**src/hw/rtl/lobm_pkg.sv**
```systemverilog
// ----------------------------------------------------------------------------
// lobm_pkg
// Shared types, codes and constants of the limit order book matcher.
// ----------------------------------------------------------------------------
`default_nettype none

package lobm_pkg;

    localparam int SIDE_DEPTH_DEF    = 16;
    localparam int PRICE_BITS_DEF    = 32;
    localparam int QTY_BITS_DEF      = 32;
    localparam int AVG_FRAC_BITS_DEF = 16;

    localparam int FIELD_W   = 32;
    localparam int OID_W     = 32;
    localparam int OWN_W     = 16;
    localparam int KEY_W     = OID_W + OWN_W;
    localparam int AVG_W     = 48;
    localparam int AVG_SPLIT = 24;
    localparam int FILL_W    = 5;
    localparam logic [FILL_W-1:0] MAX_FILLS = 5'd31;

    typedef enum logic [1:0] {
        REQ_INSERT,
        REQ_CANCEL,
        REQ_LOOKUP,
        REQ_MATCH
    } req_t;

    typedef enum logic [2:0] {
        STS_ACCEPTED,
        STS_FULL,
        STS_REMOVED,
        STS_NOT_FOUND,
        STS_FOUND,
        STS_FILL,
        STS_NO_MATCH,
        STS_DONE
    } status_t;

    typedef enum logic [2:0] {
        OSEL_ECHO_QTY,
        OSEL_ECHO,
        OSEL_ENTRY,
        OSEL_FILL,
        OSEL_ZERO
    } out_sel_t;

    typedef enum logic [3:0] {
        S_IDLE,
        S_INS_SCAN,
        S_INS_EMIT,
        S_FIND_SCAN,
        S_FIND_EMIT,
        S_M_CHECK,
        S_F_SETUP,
        S_F_MAC,
        S_F_DIV_GO,
        S_F_DIV_WAIT,
        S_F_WRITE,
        S_F_EMIT_BID,
        S_F_EMIT_ASK,
        S_F_REMOVE,
        S_M_DONE
    } state_t;

    typedef struct packed {
        logic     load_req;
        logic     scan_clr;
        logic     scan_inc;
        logic     do_insert;
        logic     rm_found;
        logic     rm_top_bid;
        logic     rm_top_ask;
        logic     fill_setup;
        logic     mac_en;
        logic [1:0] mac_step;
        logic     div_start;
        logic     fill_write;
        logic     ar_side;
        logic     out_load;
        out_sel_t out_sel;
        status_t  status;
        logic     last;
    } cmd_t;

    typedef struct packed {
        logic full;
        logic scan_end;
        logic scan_hit;
        logic key_hit;
        logic both_nonempty;
        logic cross_ok;
        logic sum_zero;
        logic div_done;
        logic out_free;
        logic bid_done;
        logic ask_done;
    } stat_t;

endpackage

`default_nettype wire

```
**src/hw/rtl/lobm_ctrl.sv**
```systemverilog
// ----------------------------------------------------------------------------
// lobm_ctrl
// Controller: sequences scans, inserts, removals, fills and result emission.
// ----------------------------------------------------------------------------
`default_nettype none

module lobm_ctrl import lobm_pkg::*; (
    input  wire logic       clk,
    input  wire logic       rst_n,
    input  wire logic       in_valid,
    input  wire logic [1:0] in_req,
    output logic            in_ready,
    input  wire stat_t      stat,
    output cmd_t            cmd
);

    state_t            state_reg, state_next;
    req_t              req_reg, req_next;
    logic [FILL_W-1:0] fills_reg, fills_next;
    logic              side_reg, side_next;
    logic [1:0]        step_reg, step_next;

    always_comb
    begin
        state_next = state_reg;
        req_next   = req_reg;
        fills_next = fills_reg;
        side_next  = side_reg;
        step_next  = step_reg;
        case (state_reg)
            S_IDLE:
            begin
                if (in_valid)
                begin
                    req_next   = req_t'(in_req);
                    fills_next = '0;
                    case (req_t'(in_req))
                        REQ_INSERT: state_next = S_INS_SCAN;
                        REQ_CANCEL: state_next = S_FIND_SCAN;
                        REQ_LOOKUP: state_next = S_FIND_SCAN;
                        default:    state_next = S_M_CHECK;
                    endcase
                end
            end
            S_INS_SCAN:
                if (stat.full || stat.scan_end || stat.scan_hit)
                    state_next = S_INS_EMIT;
            S_INS_EMIT:
                if (stat.out_free)
                    state_next = S_IDLE;
            S_FIND_SCAN:
                if (stat.scan_end || stat.key_hit)
                    state_next = S_FIND_EMIT;
            S_FIND_EMIT:
                if (stat.out_free)
                    state_next = S_IDLE;
            S_M_CHECK:
            begin
                if (fills_reg == MAX_FILLS || !stat.both_nonempty || !stat.cross_ok)
                    state_next = S_M_DONE;
                else
                    state_next = S_F_SETUP;
            end
            S_F_SETUP:
            begin
                side_next  = 1'b0;
                step_next  = 2'd0;
                state_next = S_F_MAC;
            end
            S_F_MAC:
            begin
                step_next = step_reg + 1'b1;
                if (step_reg == 2'd3)
                    state_next = stat.sum_zero ? S_F_WRITE : S_F_DIV_GO;
            end
            S_F_DIV_GO:
                state_next = S_F_DIV_WAIT;
            S_F_DIV_WAIT:
                if (stat.div_done)
                    state_next = S_F_WRITE;
            S_F_WRITE:
            begin
                if (!side_reg)
                begin
                    side_next  = 1'b1;
                    step_next  = 2'd0;
                    state_next = S_F_MAC;
                end
                else
                    state_next = S_F_EMIT_BID;
            end
            S_F_EMIT_BID:
                if (stat.out_free)
                    state_next = S_F_EMIT_ASK;
            S_F_EMIT_ASK:
                if (stat.out_free)
                    state_next = S_F_REMOVE;
            S_F_REMOVE:
            begin
                fills_next = fills_reg + 1'b1;
                state_next = S_M_CHECK;
            end
            S_M_DONE:
                if (stat.out_free)
                    state_next = S_IDLE;
            default:
                state_next = S_IDLE;
        endcase
    end

    always_comb
    begin
        cmd          = '0;
        cmd.out_sel  = OSEL_ZERO;
        cmd.status   = STS_ACCEPTED;
        cmd.ar_side  = side_reg;
        cmd.mac_step = step_reg;
        in_ready     = 1'b0;
        case (state_reg)
            S_IDLE:
            begin
                in_ready = 1'b1;
                if (in_valid)
                begin
                    cmd.load_req = 1'b1;
                    cmd.scan_clr = 1'b1;
                end
            end
            S_INS_SCAN:
                cmd.scan_inc = !(stat.full || stat.scan_end || stat.scan_hit);
            S_INS_EMIT:
            begin
                if (stat.out_free)
                begin
                    cmd.out_load  = 1'b1;
                    cmd.out_sel   = OSEL_ECHO_QTY;
                    cmd.status    = stat.full ? STS_FULL : STS_ACCEPTED;
                    cmd.last      = 1'b1;
                    cmd.do_insert = !stat.full;
                end
            end
            S_FIND_SCAN:
                cmd.scan_inc = !(stat.scan_end || stat.key_hit);
            S_FIND_EMIT:
            begin
                if (stat.out_free)
                begin
                    cmd.out_load = 1'b1;
                    cmd.last     = 1'b1;
                    if (stat.scan_end)
                    begin
                        cmd.out_sel = OSEL_ECHO;
                        cmd.status  = STS_NOT_FOUND;
                    end
                    else
                    begin
                        cmd.out_sel  = OSEL_ENTRY;
                        cmd.status   = (req_reg == REQ_CANCEL) ? STS_REMOVED : STS_FOUND;
                        cmd.rm_found = req_reg == REQ_CANCEL;
                    end
                end
            end
            S_F_SETUP:
                cmd.fill_setup = 1'b1;
            S_F_MAC:
                cmd.mac_en = 1'b1;
            S_F_DIV_GO:
                cmd.div_start = 1'b1;
            S_F_WRITE:
                cmd.fill_write = 1'b1;
            S_F_EMIT_BID:
            begin
                cmd.ar_side = 1'b0;
                if (stat.out_free)
                begin
                    cmd.out_load = 1'b1;
                    cmd.out_sel  = OSEL_FILL;
                    cmd.status   = STS_FILL;
                end
            end
            S_F_EMIT_ASK:
            begin
                cmd.ar_side = 1'b1;
                if (stat.out_free)
                begin
                    cmd.out_load = 1'b1;
                    cmd.out_sel  = OSEL_FILL;
                    cmd.status   = STS_FILL;
                end
            end
            S_F_REMOVE:
            begin
                cmd.rm_top_bid = stat.bid_done;
                cmd.rm_top_ask = stat.ask_done;
            end
            S_M_DONE:
            begin
                if (stat.out_free)
                begin
                    cmd.out_load = 1'b1;
                    cmd.out_sel  = OSEL_ZERO;
                    cmd.status   = (fills_reg != '0) ? STS_DONE : STS_NO_MATCH;
                    cmd.last     = 1'b1;
                end
            end
            default:
                cmd.out_sel = OSEL_ZERO;
        endcase
    end

    always_ff @(posedge clk or negedge rst_n)
    begin
        if (!rst_n)
        begin
            state_reg <= S_IDLE;
            req_reg   <= REQ_INSERT;
            fills_reg <= '0;
            side_reg  <= 1'b0;
            step_reg  <= 2'd0;
        end
        else
        begin
            state_reg <= state_next;
            req_reg   <= req_next;
            fills_reg <= fills_next;
            side_reg  <= side_next;
            step_reg  <= step_next;
        end
    end

endmodule

`default_nettype wire

```
**config.mk**
```make
export PLATFORM = sky130hd
export DESIGN_NAME = lobm_ctrl
export DESIGN_NICKNAME = d
export VERILOG_FILES = /design/src/hw/rtl/lobm_pkg.sv /design/src/hw/rtl/lobm_ctrl.sv
export SDC_FILE = /design/constraint.sdc
export NUM_CORES = 1
export LEC_CHECK = 0
export ABC_AREA = 1
export BUFFER_PORTS_ARGS = -buffer_cell sky130_fd_sc_hd__buf_2
export CAP_MARGIN = 20
export CELL_PAD_IN_SITES_DETAIL_PLACEMENT = 1
export CELL_PAD_IN_SITES_GLOBAL_PLACEMENT = 1
export CORE_MARGIN = 1
export CORE_UTILIZATION = 30
export CTS_BUF_LIST = sky130_fd_sc_hd__clkbuf_4 sky130_fd_sc_hd__clkbuf_8
export DETAILED_ROUTE_END_ITERATION = 12
export PLACE_DENSITY_LB_ADDON = 0.1
export SLEW_MARGIN = 10
export SYNTH_ARGS = -nofsm -noshare
export SYNTH_HDL_FRONTEND = slang
export SYNTH_SLANG_ARGS = --single-unit
```
**constraint.sdc**
```tcl
create_clock -name clk -period 3.5 [get_ports clk]
set_input_delay 0.35 -clock clk [delete_from_list [all_inputs] [get_ports clk]]
set_output_delay 0.35 -clock clk [all_outputs]
set_load 0.02 [all_outputs]
```
==> metrics.yaml <==
sta:
  max_slew_margin: 0.745
  layout_min_cycle_time_ns: 2.10
  fin_tns_setup_ns: 0
  rsz0062_at_grt: "no"
  clock.fmax_ghz: 0.477
  finalHoldViolations: 0
  report.final.slew_viol_count: 0
  fin_skew_ns: 0.00129
  finalSetupViolations: 0
  fin_crit_sh: 0.599
  tightest_slew_ns: 0.382
global_route:
  grt_overflow: 0
  grt_pass1_wl_um: 5940
  grt_max_degree: 15
  grt.total_usage: 0.189
  antenna_found_initial: 0
  grt_pass1_vias: 1246
placed_design:
  io_buffers: 38
  routabilityCongestion: 0.865
  place_area_sq_mm: 0.00138
  dp_hpwl_um: 3070
logic_synthesis:
  synth_compound_area_frac: 0.0812
  postSynthCellCount: 178
  synthAdderAreaFrac: 0.0549
  synthMuxAreaShare: 0
  syn_area_sq_mm: 0.00114
  syn_avg_cell_area_sq_um: 6.40
  yosysUniqueCellTypes: 24
  yosys.area_share.simple: 0.452
  synth_xor_area_frac: 0.0154
  ys_seq_area_frac: 0.307
  synth_top_family_by_area: "simple AND/OR/NAND/NOR gates"
  yosysWarnings: 0
  ys_ff_latch: 14
  synth_fp_nets: 199
layout:
  seqCellArea_sq_um: 350
  multiInputGateArea_sq_um: 688
  largest_reg_flops: 5
  final_area_sq_mm: 0.00143
  syn2layout_area_growth_pct: 25.5
  fillers: 506
  antenna_cells: 0
  drive_gt1_frac: 0.275
  nets: 240
drt:
  drtAntennaViolNets: 0
  drtIter0Drc: 31
  drt-pass1-iter-count: 4
  routedWlPerCell_um: 13.7
  vias_per_cell: 4.79
  drt-total-wl_um: 3660
  vias: 1275
  drc: 0
worst_hold_path:
  hold_path_class: "input pin to asynchronous set/reset pin"
floorplanning:
  die_area_sq_mm: 0.00405
  num_rows: 22
  initial_utilization: 0.311
  fp.dieH_um: 63.6
  io_pins: 39
  core-area_sq_mm: 0.00366
  die_w_um: 63.6
critical_path:
  reg2reg_depth: 11
  r2r_slack_ns: 1.89
  crit_required_ns: 3.15
  crit_type: "flip-flop to output pin"
  rr_endpoint: "state_reg[3]"
  r2r-start: "fills_reg[0]"
  worstSetupStartpointType: "flip-flop"
  cp-end-kind: "output pin"
  critPathMaxFanout: 7
  cp.arrival_ns: 1.75
power_and_ir_drop:
  peakVddDrop_mv: 0.270
  power.density_mw_per_mm2: 734
  leakagePower_nw: 0.827
clocking:
  cts_sinks: 14
  clockBufferDepth: 2
  worstSkewPairLatency_ns: 0.24
  post_cts_resize_count: 0
  postCtsSetupRepairBufs: 0
  h-tree-depth: 1
  cts_tree: "done"
  hold_buffers: 0
  root_buffer: "clkbuf_8"
  clk_transition_reported_paths_ns: 0.06
  numCtsBuffers: 3
run_status:
  run_status: "finished clean"
run:
  cap_viol_max_count: 0
## placed cells by master (no fill, tap or decap)
cell type / count
nand3b_1: 3
xnor2_1: 1
nor3_1: 3
nand2_1: 52
nand4_1: 1
nor2_2: 5
o31ai_1: 1
nor2_4: 1
nand2_4: 1
inv_2: 4
a21oi_1: 1
o22ai_1: 2
o21ai_0: 12
xor2_1: 1
o211ai_1: 1
nor4_1: 1
nand3_1: 15
nand2_2: 7
buf_2: 38
ha_1: 5
inv_1: 18
dfrtp_1: 14
clkbuf_8: 4
clkinv_1: 1
nor2_1: 26
## layer usage
| layer | GRT usage | part of all wire |
|---|---|---|
| met2 | 0.294 | 0.45 |
| met3 | 0.0344 | 0.042 |
| met4 | 0.0483 | 0.022 |
| met5 | 0 | 0 |
| met1 | 0.266 | 0.49 |
## worst max path at each step
stage,from,to,slack [ns],depth (start not counted)
5_1_grt,state_reg[1],cmd[3],1.25,6
6_report,state_reg[1],cmd[3],1.40,7
3_5_place_dp,state_reg[1],cmd[3],1.67,6
3_3_place_gp,state_reg[1],cmd[3],1.70,6
2_1_floorplan,state_reg[1],cmd[17],1.58,5
4_1_cts,state_reg[1],cmd[3],1.39,6
## final cells by class
| class | instances | area share |
|---|---|---|
| Tap cell | 48 | 0.0420 |
| Multi-Input combinational cell | 139 | 0.481 |
| Timing Repair Buffer | 38 | 0.133 |
| Clock buffer | 4 | 0.0385 |
| Inverter | 23 | 0.0604 |
| Sequential cell | 14 | 0.245 |
## cell families (layout without fill, tap and decap cells)
family | count (synthesis) | in the layout
flops | 14 | 14
fa+ha+maj | 5 | 5
xor+xnor | 2 | 2
buf+inv | 25 | 65
simple gates | 115 | 115
compound gates | 17 | 17
## Yosys cell counts (all sizes together)
cell type  number  area share
a21oi           1      0.0044
buf             2       0.013
clkinv          1      0.0033
dfrtp          14        0.31
ha              5       0.055
inv            22       0.072
nand2          60        0.22
nand3          15       0.066
nand3b          3       0.020
nand4           1      0.0055
nor2           32        0.12
nor3            3       0.013
nor4            1      0.0055
o211ai          1      0.0066
o21ai          12       0.053
o22ai           2       0.011
o31ai           1      0.0066
xnor2           1      0.0077
xor2            1      0.0077
## report_power, final
| part | internal, mW | switching [mW] | total, mW |
|---|---|---|---|
| Clock | 0.0996 | 0.0629 | 0.163 |
| Combinational | 0.190 | 0.426 | 0.615 |
| Sequential | 0.214 | 0.0581 | 0.272 |
## metrics by stage
| stage | std cells | hold WS, ns | worst slack (ns) | power [mW] | utilization |
|---|---|---|---|---|---|
| 6_report | 266 | 0.0153 | 1.40 | 1.05 | 0.391 |
| 5_1_grt | 266 | 0.0282 | 1.25 | 1.15 | 0.391 |
| 4_1_cts | 266 | 0.0263 | 1.39 | 1.07 | 0.391 |
| 3_5_place_dp | 262 | 0.294 | 1.67 | 0.897 | 0.376 |
| 3_3_place_gp | 262 | 0.275 | 1.70 | 0.894 | 0.376 |
| 2_1_floorplan | 178 | 0.0544 | 1.58 | 0.708 | - |
## worst max-delay path, stage by stage, from the launching register on
cell	delay (ns)
dfrtp_1	0.47
nand2_1	0.10
clkinv_1	0.16
nand2_2	0.14
nand2_2	0.10
o21ai_0	0.25
o31ai_1	0.12
buf_2	0.17
Note: power is estimated with default switching activity, not from simulation.
